==> config.mk <==
export PLATFORM = sky130hd
export DESIGN_NAME = binary_patch_applier_core
export DESIGN_NICKNAME = d
export VERILOG_FILES = /design/src/rtl/bpa_pkg.sv /design/src/rtl/bpa_front.sv /design/src/rtl/bpa_queue.sv /design/src/rtl/bpa_exec.sv /design/src/rtl/binary_patch_applier_core.sv
export VERILOG_INCLUDE_DIRS = /design/src /design/src/rtl
export SDC_FILE = /design/constraint.sdc
export NUM_CORES = 1
export LEC_CHECK = 0
export BUFFER_PORTS_ARGS = -buffer_cell sky130_fd_sc_hd__buf_2
export CAP_MARGIN = 30
export CORE_UTILIZATION = 50
export CTS_BUF_LIST = sky130_fd_sc_hd__clkbuf_4 sky130_fd_sc_hd__clkbuf_8
export DETAILED_ROUTE_END_ITERATION = 8
export PLACE_DENSITY = 0.67
export SYNTH_ARGS = -nofsm -noshare
export SYNTH_HDL_FRONTEND = slang
export SYNTH_SLANG_ARGS = --single-unit
export TNS_END_PERCENT = 30
==> constraint.sdc <==
create_clock -name clk -period 7.4 [get_ports clk]
set_input_delay 1.48 -clock clk [delete_from_list [all_inputs] [get_ports clk]]
set_output_delay 1.48 -clock clk [all_outputs]
set_load 0.005 [all_outputs]
==> src/rtl/binary_patch_applier_core_macros.svh <==
// assertion macros shared by the patch applier rtl
`ifndef BINARY_PATCH_APPLIER_CORE_MACROS_SVH
`define BINARY_PATCH_APPLIER_CORE_MACROS_SVH

// same-cycle implication, checked out of reset
`define BPA_ASSERT_NOW(label, clk, rst, ante, cons, msg) \
  label: assert property (@(posedge clk) disable iff (rst) (ante) |-> (cons)) else $error(msg);

// next-cycle implication, checked out of reset
`define BPA_ASSERT_NEXT(label, clk, rst, ante, cons, msg) \
  label: assert property (@(posedge clk) disable iff (rst) (ante) |=> (cons)) else $error(msg);

`endif

==> src/rtl/bpa_pkg.sv <==
// types, constants and codes of the binary patch applier
package bpa_pkg;

  // patch header length in bytes
  localparam int unsigned HEADER_BYTES = 8;
  localparam logic [3:0] HEADER_INIT = 4'(HEADER_BYTES);

  // classified item queue depth
  localparam int unsigned QDEPTH = 2;
  localparam int unsigned QPTR_W = $clog2(QDEPTH);
  localparam int unsigned QCNT_W = $clog2(QDEPTH + 1);

  // configuration port
  localparam int unsigned CFG_IDX_W  = 3;
  localparam int unsigned CFG_DATA_W = 32;

  typedef enum logic [CFG_IDX_W-1:0] {
    REG_OLD_LENGTH = 3'd0,
    REG_OP_COPY    = 3'd1,
    REG_OP_REPLACE = 3'd2,
    REG_OP_INSERT  = 3'd3,
    REG_OP_DELETE  = 3'd4,
    REG_OP_FINISH  = 3'd5
  } reg_idx_t;

  // decoded command
  typedef enum logic [2:0] {
    OPC_COPY    = 3'd0,
    OPC_REPLACE = 3'd1,
    OPC_INSERT  = 3'd2,
    OPC_DELETE  = 3'd3,
    OPC_FINISH  = 3'd4
  } opc_t;

  // item kinds
  localparam logic MODE_PATCH = 1'b0;
  localparam logic MODE_OLD   = 1'b1;

  // error codes
  typedef enum logic [1:0] {
    ERR_NONE    = 2'd0,
    ERR_KIND    = 2'd1,
    ERR_OVERRUN = 2'd2,
    ERR_AFTER   = 2'd3
  } err_t;

  // execution phases
  typedef enum logic [3:0] {
    PH_HEADER     = 4'd0,
    PH_OPCODE     = 4'd1,
    PH_COUNT      = 4'd2,
    PH_COPY       = 4'd3,
    PH_REPL_PATCH = 4'd4,
    PH_REPL_OLD   = 4'd5,
    PH_INS_OLD    = 4'd6,
    PH_INS_PATCH  = 4'd7,
    PH_DEL_OLD    = 4'd8,
    PH_FIN_OLD    = 4'd9,
    PH_DONE       = 4'd10
  } phase_t;

  typedef struct packed {
    logic       mode;
    logic [7:0] data_byte;
  } in_item_t;

  typedef struct packed {
    logic [7:0] out_byte;
    logic       out_valid;
    logic       need_old;
    logic       finished;
    logic [1:0] error;
  } out_item_t;

  // item after classification by the front end
  typedef struct packed {
    logic       mode;
    logic [7:0] data_byte;
    logic       op_hit;
    opc_t       op;
  } cls_item_t;

  typedef struct packed {
    logic                  we;
    logic [CFG_IDX_W-1:0]  index;
    logic [CFG_DATA_W-1:0] data;
  } cfg_wr_t;

endpackage

==> src/rtl/bpa_front.sv <==
// front end: opcode registers and item classification
module bpa_front (
  input  logic                 clk,
  input  logic                 rst,
  input  bpa_pkg::cfg_wr_t     cfg,
  input  bpa_pkg::in_item_t    item,
  output bpa_pkg::cls_item_t   cls
);

  logic [7:0] op_copy;
  logic [7:0] op_replace;
  logic [7:0] op_insert;
  logic [7:0] op_delete;
  logic [7:0] op_finish;

  // opcode registers
  always_ff @(posedge clk) begin
    if (rst) begin
      op_copy    <= 8'd0;
      op_replace <= 8'd1;
      op_insert  <= 8'd2;
      op_delete  <= 8'd3;
      op_finish  <= 8'd4;
    end else if (cfg.we) begin
      unique case (cfg.index)
        bpa_pkg::REG_OP_COPY:    op_copy    <= cfg.data[7:0];
        bpa_pkg::REG_OP_REPLACE: op_replace <= cfg.data[7:0];
        bpa_pkg::REG_OP_INSERT:  op_insert  <= cfg.data[7:0];
        bpa_pkg::REG_OP_DELETE:  op_delete  <= cfg.data[7:0];
        bpa_pkg::REG_OP_FINISH:  op_finish  <= cfg.data[7:0];
        default: ;
      endcase
    end
  end

  // priority match of the byte against the opcodes, copy first
  always_comb begin
    cls.mode      = item.mode;
    cls.data_byte = item.data_byte;
    cls.op_hit    = 1'b1;
    if (item.data_byte == op_copy) begin
      cls.op = bpa_pkg::OPC_COPY;
    end else if (item.data_byte == op_replace) begin
      cls.op = bpa_pkg::OPC_REPLACE;
    end else if (item.data_byte == op_insert) begin
      cls.op = bpa_pkg::OPC_INSERT;
    end else if (item.data_byte == op_delete) begin
      cls.op = bpa_pkg::OPC_DELETE;
    end else if (item.data_byte == op_finish) begin
      cls.op = bpa_pkg::OPC_FINISH;
    end else begin
      cls.op     = bpa_pkg::OPC_COPY;
      cls.op_hit = 1'b0;
    end
  end

endmodule

==> src/rtl/bpa_queue.sv <==
// short queue of classified items between front and back end
`include "binary_patch_applier_core_macros.svh"

module bpa_queue (
  input  logic               clk,
  input  logic               rst,
  input  logic               push,
  input  bpa_pkg::cls_item_t push_item,
  input  logic               pop,
  output bpa_pkg::cls_item_t head,
  output logic               full,
  output logic               empty
);

  bpa_pkg::cls_item_t entries [bpa_pkg::QDEPTH];
  logic [bpa_pkg::QPTR_W-1:0] wr_ptr;
  logic [bpa_pkg::QPTR_W-1:0] rd_ptr;
  logic [bpa_pkg::QCNT_W-1:0] fill;

  assign full  = (fill == bpa_pkg::QCNT_W'(bpa_pkg::QDEPTH));
  assign empty = (fill == '0);
  assign head  = entries[rd_ptr];

  // storage
  always_ff @(posedge clk) begin
    if (push) begin
      entries[wr_ptr] <= push_item;
    end
  end

  // pointers and fill level
  always_ff @(posedge clk) begin
    if (rst) begin
      wr_ptr <= '0;
      rd_ptr <= '0;
      fill   <= '0;
    end else begin
      if (push) begin
        wr_ptr <= wr_ptr + 1'b1;
      end
      if (pop) begin
        rd_ptr <= rd_ptr + 1'b1;
      end
      if (push && !pop) begin
        fill <= fill + 1'b1;
      end else if (pop && !push) begin
        fill <= fill - 1'b1;
      end
    end
  end

  `BPA_ASSERT_NOW(a_no_overflow, clk, rst, full, !push, "push into full queue")
  `BPA_ASSERT_NOW(a_no_underflow, clk, rst, empty, !pop, "pop from empty queue")
  `BPA_ASSERT_NEXT(a_pop_drains, clk, rst, pop && !push && fill == 1, empty, "queue not drained")

endmodule

==> src/rtl/bpa_exec.sv <==
// back end: command sequencer, old stream accounting and result register
`include "binary_patch_applier_core_macros.svh"

module bpa_exec (
  input  logic               clk,
  input  logic               rst,
  input  bpa_pkg::cfg_wr_t   cfg,
  input  bpa_pkg::cls_item_t item,
  input  logic               item_avail,
  output logic               pop,
  output logic               res_valid,
  input  logic               res_ready,
  output bpa_pkg::out_item_t res_item
);

  logic [31:0]     old_length;
  bpa_pkg::phase_t phase;
  bpa_pkg::phase_t phase_next;
  logic [3:0]      header_left;
  logic [3:0]      header_left_next;
  bpa_pkg::opc_t   current_op;
  bpa_pkg::opc_t   current_op_next;
  logic [32:0]     count_value;
  logic [32:0]     count_value_next;
  logic [1:0]      count_byte_index;
  logic [1:0]      count_byte_index_next;
  logic [31:0]     old_consumed;
  logic [31:0]     old_consumed_next;

  logic            want_old;
  logic            is_done;
  logic            bad_kind;
  logic            take_ok;
  logic            act;
  logic [32:0]     count_dec;
  logic [31:0]     assembled;
  bpa_pkg::out_item_t result;

  function automatic logic wants_old(bpa_pkg::phase_t ph);
    return ph == bpa_pkg::PH_COPY || ph == bpa_pkg::PH_REPL_OLD ||
           ph == bpa_pkg::PH_INS_OLD || ph == bpa_pkg::PH_DEL_OLD ||
           ph == bpa_pkg::PH_FIN_OLD;
  endfunction

  // a result slot is free when empty or being taken
  assign pop = item_avail && (!res_valid || res_ready);

  // item decode against the current phase
  assign want_old = wants_old(phase);
  assign is_done  = (phase == bpa_pkg::PH_DONE);
  assign bad_kind = (item.mode != want_old);
  assign take_ok  = (old_consumed < old_length);
  assign act      = pop && !is_done && !bad_kind;
  assign count_dec = count_value - 33'(count_value != '0);
  assign assembled = count_value[31:0] |
                     (32'(item.data_byte) << {count_byte_index, 3'b000});

  // old length register
  always_ff @(posedge clk) begin
    if (rst) begin
      old_length <= '0;
    end else if (cfg.we && cfg.index == bpa_pkg::REG_OLD_LENGTH) begin
      old_length <= cfg.data;
    end
  end

  // next state
  always_comb begin
    phase_next            = phase;
    header_left_next      = header_left;
    current_op_next       = current_op;
    count_value_next      = count_value;
    count_byte_index_next = count_byte_index;
    old_consumed_next     = old_consumed;
    if (act && want_old && take_ok) begin
      old_consumed_next = old_consumed + 32'd1;
    end
    if (act) begin
      unique case (phase)
        bpa_pkg::PH_HEADER: begin
          header_left_next = header_left - 4'(header_left != '0);
          if (header_left_next == '0) begin
            phase_next = bpa_pkg::PH_OPCODE;
          end
        end
        bpa_pkg::PH_OPCODE: begin
          if (item.op_hit) begin
            current_op_next = item.op;
            if (item.op == bpa_pkg::OPC_FINISH) begin
              phase_next = take_ok ? bpa_pkg::PH_FIN_OLD : bpa_pkg::PH_DONE;
            end else begin
              phase_next            = bpa_pkg::PH_COUNT;
              count_byte_index_next = '0;
              count_value_next      = '0;
            end
          end
        end
        bpa_pkg::PH_COUNT: begin
          count_value_next = {1'b0, assembled};
          if (count_byte_index != 2'd3) begin
            count_byte_index_next = count_byte_index + 2'd1;
          end else begin
            count_byte_index_next = '0;
            unique case (current_op)
              bpa_pkg::OPC_COPY: begin
                count_value_next = {1'b0, assembled} + 33'd1;
                phase_next       = bpa_pkg::PH_COPY;
              end
              bpa_pkg::OPC_REPLACE: begin
                phase_next = (assembled != '0) ? bpa_pkg::PH_REPL_PATCH
                                               : bpa_pkg::PH_OPCODE;
              end
              bpa_pkg::OPC_INSERT: begin
                count_value_next = {25'd0, assembled[7:0]};
                phase_next       = bpa_pkg::PH_INS_OLD;
              end
              default: begin
                phase_next = (assembled != '0) ? bpa_pkg::PH_DEL_OLD
                                               : bpa_pkg::PH_OPCODE;
              end
            endcase
          end
        end
        bpa_pkg::PH_COPY, bpa_pkg::PH_INS_PATCH, bpa_pkg::PH_DEL_OLD: begin
          count_value_next = count_dec;
          if (count_dec == '0) begin
            phase_next = bpa_pkg::PH_OPCODE;
          end
        end
        bpa_pkg::PH_REPL_PATCH: begin
          phase_next = bpa_pkg::PH_REPL_OLD;
        end
        bpa_pkg::PH_REPL_OLD: begin
          count_value_next = count_dec;
          phase_next = (count_dec != '0) ? bpa_pkg::PH_REPL_PATCH : bpa_pkg::PH_OPCODE;
        end
        bpa_pkg::PH_INS_OLD: begin
          phase_next = (count_value != '0) ? bpa_pkg::PH_INS_PATCH : bpa_pkg::PH_OPCODE;
        end
        bpa_pkg::PH_FIN_OLD: begin
          phase_next = (old_consumed_next >= old_length) ? bpa_pkg::PH_DONE
                                                         : bpa_pkg::PH_FIN_OLD;
        end
        default: begin
          phase_next = bpa_pkg::PH_OPCODE;
        end
      endcase
    end
  end

  // result of the item taken this cycle
  always_comb begin
    result = '0;
    if (is_done) begin
      result.error = bpa_pkg::ERR_AFTER;
    end else if (bad_kind) begin
      result.error = bpa_pkg::ERR_KIND;
    end else if (want_old && !take_ok) begin
      result.error = bpa_pkg::ERR_OVERRUN;
    end else begin
      unique case (phase)
        bpa_pkg::PH_COPY, bpa_pkg::PH_INS_OLD, bpa_pkg::PH_FIN_OLD,
        bpa_pkg::PH_REPL_PATCH, bpa_pkg::PH_INS_PATCH: begin
          result.out_valid = 1'b1;
          result.out_byte  = item.data_byte;
        end
        default: ;
      endcase
    end
    result.finished = (phase_next == bpa_pkg::PH_DONE);
    result.need_old = wants_old(phase_next);
  end

  // sequencer state
  always_ff @(posedge clk) begin
    if (rst) begin
      phase            <= (bpa_pkg::HEADER_INIT != '0) ? bpa_pkg::PH_HEADER
                                                       : bpa_pkg::PH_OPCODE;
      header_left      <= bpa_pkg::HEADER_INIT;
      current_op       <= bpa_pkg::OPC_COPY;
      count_value      <= '0;
      count_byte_index <= '0;
      old_consumed     <= '0;
    end else begin
      phase            <= phase_next;
      header_left      <= header_left_next;
      current_op       <= current_op_next;
      count_value      <= count_value_next;
      count_byte_index <= count_byte_index_next;
      old_consumed     <= old_consumed_next;
    end
  end

  // result register
  always_ff @(posedge clk) begin
    if (rst) begin
      res_valid <= 1'b0;
    end else begin
      res_valid <= pop || (res_valid && !res_ready);
    end
  end

  always_ff @(posedge clk) begin
    if (pop) begin
      res_item <= result;
    end
  end

  `BPA_ASSERT_NEXT(a_done_sticky, clk, rst, phase == bpa_pkg::PH_DONE, phase == bpa_pkg::PH_DONE, "left finished state")
  `BPA_ASSERT_NOW(a_count_idx, clk, rst, phase != bpa_pkg::PH_COUNT, count_byte_index == '0, "count index outside count phase")
  `BPA_ASSERT_NEXT(a_held_result, clk, rst, res_valid && !res_ready, res_valid && $stable(res_item), "result lost under stall")

endmodule

==> src/rtl/binary_patch_applier_core.sv <==
// top level of the binary patch applier
//
// channel  direction  handshake              payload
// in       input      in_valid / in_ready    in_item   (mode, data_byte)
// res      output     res_valid / res_ready  res_item  (out_byte .. error)
// cfg      input      cfg_we                 cfg_index, cfg_data
//
// one item per cycle sustained while res_ready is high; each item gives one
// result, held first in the classified item queue and then in the result
// register. the sequencer does all its work on an item as it pops it.
// in_ready falls only when the two-entry queue is full, which happens when
// res_ready is held low; the result register then holds its item.
// rst is synchronous; no clearing pass is needed after it.
module binary_patch_applier_core (
  input  logic                                clk,
  input  logic                                rst,
  input  logic                                in_valid,
  output logic                                in_ready,
  input  bpa_pkg::in_item_t                   in_item,
  output logic                                res_valid,
  input  logic                                res_ready,
  output bpa_pkg::out_item_t                  res_item,
  input  logic                                cfg_we,
  input  logic [bpa_pkg::CFG_IDX_W-1:0]       cfg_index,
  input  logic [bpa_pkg::CFG_DATA_W-1:0]      cfg_data
);

  bpa_pkg::cfg_wr_t   cfg;
  bpa_pkg::cls_item_t cls;
  bpa_pkg::cls_item_t head;
  logic               q_full;
  logic               q_empty;
  logic               pop;
  logic               push;

  // configuration write bundle
  assign cfg.we    = cfg_we;
  assign cfg.index = cfg_index;
  assign cfg.data  = cfg_data;

  assign in_ready = !q_full;
  assign push     = in_valid && !q_full;

  bpa_front u_front (
    .clk  (clk),
    .rst  (rst),
    .cfg  (cfg),
    .item (in_item),
    .cls  (cls)
  );

  bpa_queue u_queue (
    .clk       (clk),
    .rst       (rst),
    .push      (push),
    .push_item (cls),
    .pop       (pop),
    .head      (head),
    .full      (q_full),
    .empty     (q_empty)
  );

  bpa_exec u_exec (
    .clk        (clk),
    .rst        (rst),
    .cfg        (cfg),
    .item       (head),
    .item_avail (!q_empty),
    .pop        (pop),
    .res_valid  (res_valid),
    .res_ready  (res_ready),
    .res_item   (res_item)
  );

endmodule

==> results.md <==
- CTS H-tree lvls: 4
- Core Rows: between 50 and 60
- Hold Slack: around 460 ps
- Fin crit share: 79.5%
- Antenna violation net count after detailed routing: 0
- Via density: 6.14
- CP cell instances: buf_4 > mux2i_2 > mux2i_1 > o211ai_1 > o21ai_1 > buf_4 > nor4_2 > and4_1 > nand3_1 > nor2_1 > xor2_1 > ha_1 > nand4_1 > nor3_1 > o2111ai_1 > o21ai_0 > nor3_1 > nor4b_1 > a21oi_1 > o21ai_4 > mux2i_1 > o21ai_1
- Share of flip-flops with an asynchronous set or reset: 0%
- Pre-CTS setup slack: 1280 ps
- Synth top area share: 25.3%
- Synth Warn #: 0
- Min-Delay Path Depth: 2
- CP Launch Type: flop
- Starting Density: 50.9%
- Peak Freq: 0.170 GHz
- Worst setup EP type: flop
- Longest Clk Path Bufs: 2
- Worst setup margin: 1520 ps
- Routability Congestion: roughly 0.99
- Initial antenna violation count: 0
- Slew Limit Headroom: about a quarter
- Die width: 159 um
- Port Buffers: between 60 and 70
- Final HPWL DP: 25600 um
- Total CTS buffers: 17
- Post-CTS Resized: 0
- Gr usage total: 28.2%
- Switching part of the total power: 41.2%
- Total grt overflow: 0
- Sequential share of the synthesized area: a little over a third
- Worst hold path class: flop to flop
- CTS tree: done
- WL/cell: 19.0 um
- Pwr Density: around 250 nW/um^2
- DR pass1 iterations: 6
- Core area: 24200 um^2
- P_int: 1.93 mW
- Outcome: finished, final reports clean
- Min Clock Period, post-route: a little under 6000 ps
- Die span in y: 159 um
- Syn_nets: roughly 1700
- Clk slew on worst S/H paths: 120 ps
- Net Switching: roughly 1.4 mW
- Synth Cell Area: 12300 um^2
- Unrepaired setup endpoints after global routing: false
- Worst-margin pin slew: 1090 ps
- Flop2flop setup slack: 1520 ps
- Nets: 1669
- Cts hold-fix bufs: 0
- Post-route DRC: 0
- Crit path required time: 7630 ps
- Layout cell share with drive strength beyond 1: under 10%
- Initial DRC Count: 1046
- Final Max Tran Viols: 0
- Design area: roughly 13000 um^2
- Total Wirelength: 35800 um
- Endpoints failing setup: 0
- Skew-Pair Late Insertion Delay: 490 ps
- Vias in the first global route: 10700
- Leakage: 4.90 nW
- Pin count of the biggest net entering global routing: 61
- Most frequent cells in the layout: 201 x nand2_1, 168 x a21oi_1, 156 x dfxtp_1
- Total number of vias: roughly 12000
- Max Cap Viol: 0
- Sink Count: 195
- TNS Setup: 0 ps
- Root buf cell: clkbuf_8
- Slowest-stage cell, CP: mux2i_2
- Area growth from synthesis to layout: 7.54%
- Worst path max stage delay: about 540 ps
- Layout Skew: 25.2 ps
- Post-CTS Setup Inserts: 0
- Cell taking the most area after synthesis: dfxtp_1
- Hold EP: u_exec.old_length[13]
- Distinct cells, synth: 81
- Crit path DAT: 6110 ps
- Reg-to-Reg End: u_exec.res_item[3]
- Synthesized area per cell: 8.02 um^2
- FF-to-FF path depth: 22
- Sequential share of power: 38.2%
- Io pins: 64
- Max FO, Critical Path: 16
- Number of synthesized flops with an enable pin: 39
- Filler cells: 2359
- Yosys reg bits: 195
- Comb pwr share: 39.5%
- Die area: 25300 um^2
- Clock Power Share: 22.3%
- Max VDD drop: 0.174 mV
- Worst hold start: u_exec.old_length[13]
- Mapped Cells: 1537
- Commonest non-fill, non-tap cell in the layout: nand2_1
- Area contributors post-synth: dfxtp_1 25%, edfxtp_1 9.5%, ha_1 7.3%
- First-pass GRT wire length: between 50000 and 60000 um
- Hold Vio Cnt, Final: 0
- Post-synth top flop: dfxtp_1
- Number of diodes: 0
- Cell Area, Placed: 12800 um^2
- Total Power: 3.29 mW
- WS Path Type: flop to flop
==> Yosys cell counts (20+ instances only) <==
cell type / count
and2_1: 37
edfxtp_1: 39
nor3_1: 48
nand2_1: 201
nor4_1: 28
a21oi_1: 169
dfxtp_1: 156
nand3_1: 35
nand4_1: 37
nor2_1: 134
ha_1: 72
inv_1: 54
xnor2_1: 57
mux2i_1: 20
o21ai_0: 61
clkbuf_1: 72
xor2_1: 38
==> power groups by stage <==
stage | combinational [mW] | clock [mW] | sequential [mW]
CTS | 1.27 | 0.743 | 1.25
finish | 1.30 | 0.734 | 1.26
global placement | 1.25 | 0 | 1.28
global route | 1.41 | 0.786 | 1.27
detailed placement | 1.27 | 0 | 1.28
floorplan | 0.927 | 0 | 1.25
==> area by class of cell <==
class                   count  area (um^2)  share of cell area, %
clock buffers              19          262                   1.97
repair buffers             77          447                   3.37
well taps                 324          405                   3.06
clock inverters            13          156                   1.18
flip-flops and latches    195         4290                   32.4
multi-input cells        1203         7500                   56.5
inverters                  54          203                   1.53
==> stage by stage <==
| step | instances | utilization (%) |
|---|---|---|
| after floorplan | 1537 | - |
| after global placement | 1851 | 52.8 |
| after detailed placement | 1853 | 53.0 |
| after CTS | 1885 | 54.7 |
| after global routing | 1885 | 54.7 |
| final | 1885 | 54.7 |
==> kinds of logic after synthesis <==
kind of cell / count (synthesis) / share of synthesized area [%]
buffers and inverters: 139 / 4.47
AOI/OAI and AO/OA: 354 / 17.5
xor gates and xnor gates: 95 / 6.75
adders and majority gates: 72 / 7.30
DFF: 195 / 34.8
muxes: 30 / 2.62
and+or+nand+nor: 652 / 26.5
==> state kept, by name (all words and copies together), names as in the netlist, 3 cells and up, named ones only <==
name,flops
u_exec.header_left,4
u_exec.res_item,13
u_exec.old_consumed,32
u_front.op_insert,8
u_front.op_delete,8
u_queue.entries,26
u_front.op_finish,8
u_exec.current_op,3
u_front.op_replace,8
u_front.op_copy,8
u_exec.phase,4
u_exec.count_value,33
u_exec.old_length,32
==> how the worst max path moves through the flow <==
stage               from            endpoint  slack (ps)  depth (start not counted)
2_1_floorplan  res_ready  u_exec.res_item[3]        1940                         21
3_3_place_gp   res_ready  u_exec.res_item[3]        1380                         22
3_5_place_dp   res_ready  u_exec.res_item[3]        1280                         22
4_1_cts             flop  u_exec.res_item[3]        1580                         22
5_1_grt             flop  u_exec.res_item[3]        1110                         22
6_report            flop  u_exec.res_item[3]        1520                         22
==> critical path: cells and delay by family (launching register included) <==
family	cells	cell delay [ps]
buf+inv	2	430
flops	1	340
compound gates	7	1160
simple gates	8	2380
fa+ha+maj	1	300
xor+xnor	1	100
mux	3	890
==> metal layers <==
layer	wire length [um]	part of all wire, %	track usage, %
met1	15800	44	38.3
met2	16400	46	45.5
met3	2390	6.7	3.88
met4	1180	3.3	11.1
met5	0	0	0
(Power assumes the default switching activity.)
